### src/sv/rvmeu_divider.sv
// ----------------------------------------------------------------------------
// rvmeu_divider: signed 32-bit radix-2 divider
// One quotient bit per cycle, truncating, divide by zero gives zero.
// ----------------------------------------------------------------------------
module rvmeu_divider (
  input  logic        clk_i,
  input  logic        rst_ni,
  input  logic        start_i,
  input  logic [31:0] dividend_i,
  input  logic [31:0] divisor_i,
  output logic        done_o,
  output logic [31:0] quotient_o
);

  logic [31:0] rem_q, rem_d, quo_q, quo_d, dvs_q, dvs_d;
  logic [5:0]  cnt_q, cnt_d;
  logic        busy_q, busy_d, neg_q, neg_d, zero_q, zero_d;
  logic [32:0] trial;
  logic [31:0] shifted_rem;

  always_comb begin
    rem_d  = rem_q;
    quo_d  = quo_q;
    dvs_d  = dvs_q;
    cnt_d  = cnt_q;
    busy_d = busy_q;
    neg_d  = neg_q;
    zero_d = zero_q;
    shifted_rem = {rem_q[30:0], quo_q[31]};
    trial = {1'b0, shifted_rem} - {1'b0, dvs_q};
    if (start_i) begin
      rem_d  = '0;
      quo_d  = dividend_i[31] ? (~dividend_i + 32'd1) : dividend_i;
      dvs_d  = divisor_i[31] ? (~divisor_i + 32'd1) : divisor_i;
      neg_d  = dividend_i[31] ^ divisor_i[31];
      zero_d = (divisor_i == '0);
      cnt_d  = 6'd32;
      busy_d = 1'b1;
    end else if (busy_q) begin
      if (!trial[32]) begin
        rem_d = trial[31:0];
        quo_d = {quo_q[30:0], 1'b1};
      end else begin
        rem_d = shifted_rem;
        quo_d = {quo_q[30:0], 1'b0};
      end
      cnt_d = cnt_q - 6'd1;
      if (cnt_q == 6'd1) begin
        busy_d = 1'b0;
      end
    end
  end

  always_ff @(posedge clk_i or negedge rst_ni) begin
    if (!rst_ni) begin
      busy_q <= 1'b0;
      cnt_q  <= '0;
    end else begin
      busy_q <= busy_d;
      cnt_q  <= cnt_d;
    end
  end

  always_ff @(posedge clk_i) begin
    rem_q  <= rem_d;
    quo_q  <= quo_d;
    dvs_q  <= dvs_d;
    neg_q  <= neg_d;
    zero_q <= zero_d;
  end

  assign done_o     = busy_q && (cnt_q == 6'd1);
  assign quotient_o = zero_q ? '0 : (neg_q ? (~quo_d + 32'd1) : quo_d);

endmodule

### config.mk
export PLATFORM = sky130hd
export DESIGN_NAME = rvmeu_divider
export DESIGN_NICKNAME = d
export VERILOG_FILES = /design/src/sv/rvmeu_divider.sv
export SDC_FILE = /design/constraint.sdc
export NUM_CORES = 1
export LEC_CHECK = 0
export BUFFER_PORTS_ARGS = -buffer_cell sky130_fd_sc_hd__buf_2
export CORE_MARGIN = 5
export CORE_UTILIZATION = 40
export CTS_BUF_LIST = sky130_fd_sc_hd__clkbuf_8
export CTS_CLUSTER_DIAMETER = 120
export DETAILED_ROUTE_END_ITERATION = 8
export GPL_ROUTABILITY_DRIVEN = 0
export MAX_ROUTING_LAYER = met4
export PLACE_DENSITY = 0.6
export SLEW_MARGIN = 30
export SYNTH_ARGS = -nofsm -noshare
export SYNTH_HDL_FRONTEND = slang
export SYNTH_SLANG_ARGS = --single-unit
export TNS_END_PERCENT = 1
### constraint.sdc
create_clock -name clk_i -period 5.15 [get_ports clk_i]
set_input_delay 0.2575 -clock clk_i [delete_from_list [all_inputs] [get_ports clk_i]]
set_output_delay 0.2575 -clock clk_i [all_outputs]
set_load 0.02 [all_outputs]
==> run_results.csv, run 1 <==
group,metric,value,unit
status,status,"finished, final reports clean",
critical_path,cp.required,4890,ps
sta,max-slew-margin-rel,39.61,%
critical_path,cp-end-kind,"output port",
place,portBuffers,99,
logic_synthesis,ys_types,76,
sta,holdWs,47.17,ps
logic_synthesis,synth_edf_count,34,
grt,grt_max_degree,76,
grt,grtUsageTotal,19.35,%
critical_path,critical-path-top-delay-family,"compound AO/OA/AOI/OAI gates",
sta,tns,0,ps
pwr,finalPower,2.927,mW
logic_synthesis,syn_avg_cell_area,8.097,µm²
place,placed_area,9001,µm²
routing,viasPerCell,5.636,
logic_synthesis,ys_seq_area_share,29.67,%
pwr,p_sw,1.145,mW
layout,layout.cells.non_filler,1369,
die,pin_count,100,
critical_path,cp_num_buf_inv,2,
die,start_util,40.80,%
die,fp.dieH,153.9,µm
pwr,power.leakage,3.773,nW
routing,routedWlPerCell,16.34,µm
clocking,cts_tree,"done",
pwr,irDropWorstVdd,0.1441,mV
logic_synthesis,synthesis.nets,1127,
routing,drt_wl_total,22.36,mm
grt,grt_pass1_wl,37.27,mm
grt,first_global_vias,7084,
pwr,switching_share,39.11,%
sta,setup_viol,0,
place,dp_slack,588.6,ps
pwr,power.share.clock,20.8,%
clocking,holdBufCountCts,1,
clocking,clock_latency,390,ps
sta,period_share,89.81,%
pwr,internal_power,1.782,mW
layout,final_common_cell,"nor2_1",
clocking,htree_levels,3,
clocking,clk_path_buf_depth,2,
sta,period_minus_slack,4625,ps
layout,mostFrequentLayoutCells,"108 x nor2_1, 98 x buf_2, 89 x nand2_1, 63 x dfxtp_1, 58 x xnor2_1",
layout,area_growth,11.81,%
clocking,clk_pin_slew,120,ps
clocking,cts_sinks,104,
layout,postLayoutCoreUtil,45.62,%
critical_path,start_kind,"register",
layout,drive_gt1_share,15.56,%
critical_path,arrival,4370,ps
critical_path,crit_fanout,18,
routing,vias,7716,
pwr,p_comb_share,41.6,%
sta,rsz0062_at_grt,"no",
sta,setup_ws,524.7,ps
sta,finClkSkew,18.65,ps
die,dieArea,23690,µm²
clocking,cts_buffers,9,
sta,worst_pin_slew,905.8,ps
layout,nets,1198,
min_path,holdCritPathClass,"input port to register",
grt,antenna_found_initial,0,
logic_synthesis,ys.flop_type,"dfxtp_1",
layout,diodes,0,
logic_synthesis,postSynthCellCount,1023,
place,dp_hpwl,16.82,mm
die,num_rows,52,
run,max_cap_viol_count,0,
critical_path,crit_slowest_cell,"nand4b_1",
logic_synthesis,syn-cell-area,8283,µm²
critical_path,worst_path_largest_cell_delay,780,ps
place,place_inst,1351,
sta,drv_slew,0,
routing,drtPass1Iterations,5,
layout,fin_area,9261,µm²
die,core_area,20300,µm²
sta,clock.fmax,0.2162,GHz
clocking,cts_resized,0,
pwr,sequentialPowerShare,37.6,%
pwr,powerDensity,316.1,nW/µm²
grt,grt_overflow,0,
logic_synthesis,yosysWarnings,0,
clocking,post_cts_buffers,0,
critical_path,path_cells,"inv_1 -> ha_1 -> a2111oi_0 -> o21a_1 -> a22o_1 -> a31oi_1 -> o21ai_0 -> nand4b_1 -> o41ai_1 -> xor2_1 -> nor2_1 -> buf_2",
critical_path,critPathKind,"register to output port",
routing,drcViolationCount,0,
sta,final_hold_viol_count,0,
routing,drtIter0Drc,577,
routing,ant_nets,0,
die,die_x,153.9,µm
clocking,cts-root-buf,"clkbuf_8",
logic_synthesis,postSynth.asyncResetShare,6.731,%
logic_synthesis,ys_seq_elements,104,
-- worst register-to-register path, stage by stage (launching register included) --
cell      delay, ps
dfxtp_1         440
inv_1            70
ha_1            220
fa_1            400
nor2b_1         190
o31a_1          250
o211ai_1        170
a31oi_1         370
nor2_1          130
o21ai_2         600
mux2i_1         270
a21oi_1          80
or3_1           370
-- area by class of cell --
class / count / area, µm²
Clock buffer: 9 / 123.9
Clock inverter: 7 / 115.1
Fill cell: 2023 / 11040
Inverter: 55 / 206.4
Multi-Input combinational cell: 810 / 5396
Sequential cell: 104 / 2461
Tap cell: 270 / 337.8
Timing Repair Buffer: 114 / 620.6
-- final timing paths --
kind,cells after the start,end,from,slack [ps]
min reg2reg,2,rem_q[14],rem_q[13],500
min,1,dvs_q[0],divisor_i[0],50
min in group asynchronous,2,cnt_q[4],rst_ni,220
max reg2reg,12,rem_q[29],quo_q[31],1490
max in group asynchronous,2,busy_q,rst_ni,4750
max,12,quotient_o[24],dvs_q[23],520
-- cell usage after synthesis (all sizes together), types with 7 or more instances --
cell	n	area share, %
a21oi	57	3.5
o21ai	44	2.7
nor2b	11	0.83
edfxtp	34	12
xnor2	58	6.1
inv	54	2.4
nor2	108	4.9
clkbuf	34	1.5
nand4	11	0.98
o41ai	18	2.4
o22ai	7	0.53
nor3	39	2.4
nand2b	22	1.7
or2	12	0.91
a311oi	18	1.9
nand3	32	1.9
mux2	12	1.6
a211oi	19	1.8
mux2i	19	2.3
dfxtp	63	15
xor2	39	4.1
ha	36	5.4
nor4	12	1.1
dfrtp	7	2.1
buf	20	1.2
or4	11	1.0
o31ai	27	2.4
or3	17	1.3
nand2	89	4.0
-- flip-flops by register name (all words and copies together), names as in the netlist --
| register | count |
|---|---|
| rem_q | 31 |
| neg_q | 1 |
| quo_q | 32 |
| dvs_q | 32 |
| busy_q | 1 |
| zero_q | 1 |
| cnt_q | 6 |
-- power by group through the flow --
stage          clock (mW)  sequential (mW)  combinational [mW]
4_1_cts             0.623             1.11                1.21
6_report            0.608             1.10                1.22
5_1_grt             0.653             1.12                1.37
3_3_place_gp            0             1.13                1.20
3_5_place_dp            0             1.12                1.21
2_1_floorplan           0             1.08               0.935
-- cells by family (layout without fill, tap and decap cells) --
family	after synthesis	count (layout)	share of synthesized area [%]
AOI/OAI and AO/OA	250	250	21.24
xor gates and xnor gates	97	97	10.26
adders and majority gates	37	37	5.680
buffers and inverters	109	185	5.226
DFF	104	104	29.67
muxes	31	31	3.927
and+or+nand+nor	395	395	24.00
-- routing by layer --
layer | vias up | global-route usage (%) | wire length [µm] | part of all wire [%]
met1 | 3605 | 29.00 | 11360 | 51
met5 | - | - | 0 | 0
li1 | 3883 | - | - | -
met2 | 214 | 28.03 | 9677 | 43
met4 | 0 | 4.500 | 237 | 1.1
met3 | 14 | 2.024 | 1085 | 4.9
Note: power is estimated with default switching activity, not from simulation.
==> run 2: changes to the inputs <==
- PLACE_DENSITY: 0.6 -> 0.64
==> run 2 against run 1 <==
Effect of this change: cell area fell by 0.28%; count of clock-buffer cells in the layout unchanged; clock power shrank 5.6%; critical path depth down 1; hold slack better by 21 ps; via count rose by 0.48%; setup slack got worse by 6.5 ps; critical path type unchanged.
==> run_results.csv, run 2 (synthesized netlist as in run 1, its figures left out) <==
group,metric,value,unit
clocking,cts-root-buf,"clkbuf_8",
sta,tns,0,ps
min_path,holdCritPathClass,"input port to register",
place,portBuffers,99,
die,dieArea,23690,µm²
critical_path,cp_num_buf_inv,1,
grt,grtUsageTotal,18.67,%
clocking,cts_sinks,104,
critical_path,path_cells,"ha_1 -> a2111oi_0 -> o21a_1 -> a22o_1 -> a31oi_1 -> o21ai_0 -> nand4b_1 -> o41ai_1 -> xor2_1 -> nor2_1 -> buf_2",
routing,routedWlPerCell,16.06,µm
sta,final_hold_viol_count,0,
clocking,cts_resized,0,
critical_path,worst_path_largest_cell_delay,790,ps
routing,drtIter0Drc,495,
critical_path,crit_slowest_cell,"nand4b_1",
routing,ant_nets,0,
sta,period_minus_slack,4632,ps
min_path,hold-path-cell-count,1,
clocking,cts_tree,"done",
sta,setup_ws,518.2,ps
clocking,htree_levels,3,
critical_path,r2r_start,"dvs_q[18]",
place,dp_slack,866.2,ps
sta,max-slew-margin-rel,42.83,%
sta,worst_pin_slew,850.4,ps
critical_path,r2r_slack,1630,ps
layout,area_growth,11.50,%
sta,period_share,89.94,%
layout,nets,1197,
critical_path,critical-path-top-delay-family,"compound AO/OA/AOI/OAI gates",
layout,final_common_cell,"nor2_1",
layout,fin_area,9235,µm²
critical_path,cp.required,4890,ps
pwr,power.leakage,3.768,nW
grt,grt_pass1_wl,36.23,mm
routing,drtPass1Iterations,5,
run,max_cap_viol_count,0,
grt,first_global_vias,7301,
grt,antenna_found_initial,1,
clocking,clock_latency,390,ps
pwr,powerDensity,313.0,nW/µm²
die,start_util,40.80,%
critical_path,critPathKind,"register to output port",
grt,grt_overflow,0,
sta,clock.fmax,0.2159,GHz
layout,postLayoutCoreUtil,45.49,%
place,placed_area,9005,µm²
pwr,p_sw,1.119,mW
clocking,cts_buffers,9,
pwr,p_comb_share,42.0,%
routing,viasPerCell,5.667,
clocking,clk_pin_slew,100,ps
layout,biggestRegsByFlops,"dvs_q: 32 flops, quo_q: 32 flops, rem_q: 31 flops",
min_path,hold_start,"divisor_i[0]",
critical_path,cp-end-kind,"output port",
critical_path,start_kind,"register",
pwr,irDropWorstVdd,0.1308,mV
routing,vias,7753,
routing,drcViolationCount,0,
pwr,internal_power,1.772,mW
die,pin_count,100,
place,dp_hpwl,16.35,mm
sta,finClkSkew,20.91,ps
critical_path,crit_fanout,18,
pwr,switching_share,38.71,%
pwr,finalPower,2.891,mW
critical_path,r2r_cells,11,
pwr,power.share.clock,19.9,%
layout,mostFrequentLayoutCells,"108 x nor2_1, 98 x buf_2, 89 x nand2_1, 63 x dfxtp_1, 58 x xnor2_1",
die,num_rows,52,
sta,setup_viol,0,
grt,grt_max_degree,73,
die,fp.dieH,153.9,µm
clocking,clk_path_buf_depth,2,
critical_path,r2r_end,"rem_q[29]",
die,core_area,20300,µm²
sta,rsz0062_at_grt,"no",
min_path,min_to,"dvs_q[0]",
pwr,sequentialPowerShare,38.1,%
status,status,"finished, final reports clean",
layout,drive_gt1_share,15.30,%
layout,diodes,0,
critical_path,arrival,4370,ps
sta,drv_slew,0,
routing,drt_wl_total,21.97,mm
die,die_x,153.9,µm
==> run 2: per-layer routing <==
metal  wire length, µm  track usage (%)
met4               189            3.701
met3              1149            2.192
met5                 0                -
met2              9887            29.45
met1             10740            26.08
==> run 2: how the worst max path moves through the flow <==
stage	startpoint	end	slack [ps]	cells past startpoint
final	rem_q[22]	quotient_o[26]	520	11
after global routing	dvs_q[23]	quotient_o[15]	200	12
after CTS	rem_q[22]	quotient_o[24]	510	11
after detailed placement	start_i	quotient_o[15]	870	9
after global placement	start_i	quotient_o[19]	890	9
after floorplan	busy_q	quotient_o[29]	1610	12
==> run 2: repair_timing <==
action	in CTS	in global routing
hold buffers	1	0
hold endpoints to repair	7	0
buffers inserted	0	0
==> run 2: stage by stage <==
| stage | hold WS (ps) | std cells |
|---|---|---|
| 2_1_floorplan | -38.09 | 1023 |
| 3_3_place_gp | 103.7 | 1350 |
| 3_5_place_dp | 105.7 | 1351 |
| 4_1_cts | 55.27 | 1368 |
| 5_1_grt | 49.75 | 1368 |
| 6_report | 67.92 | 1368 |
==> run 2: layout make-up <==
class / instances / area (µm²)
Tap cell: 270 / 337.8
Sequential cell: 104 / 2461
Multi-Input combinational cell: 810 / 5396
Fill cell: 2081 / 11060
Clock buffer: 9 / 123.9
Clock inverter: 7 / 96.34
Timing Repair Buffer: 113 / 613.1
Inverter: 55 / 206.4
==> run 2: power by group through the flow <==
stage	Sequential, mW	Combinational [mW]	Clock (mW)
final	1.10	1.21	0.574
after global routing	1.12	1.35	0.624
after CTS	1.10	1.21	0.591
after detailed placement	1.12	1.20	0
after global placement	1.12	1.19	0
after floorplan	1.08	0.935	0
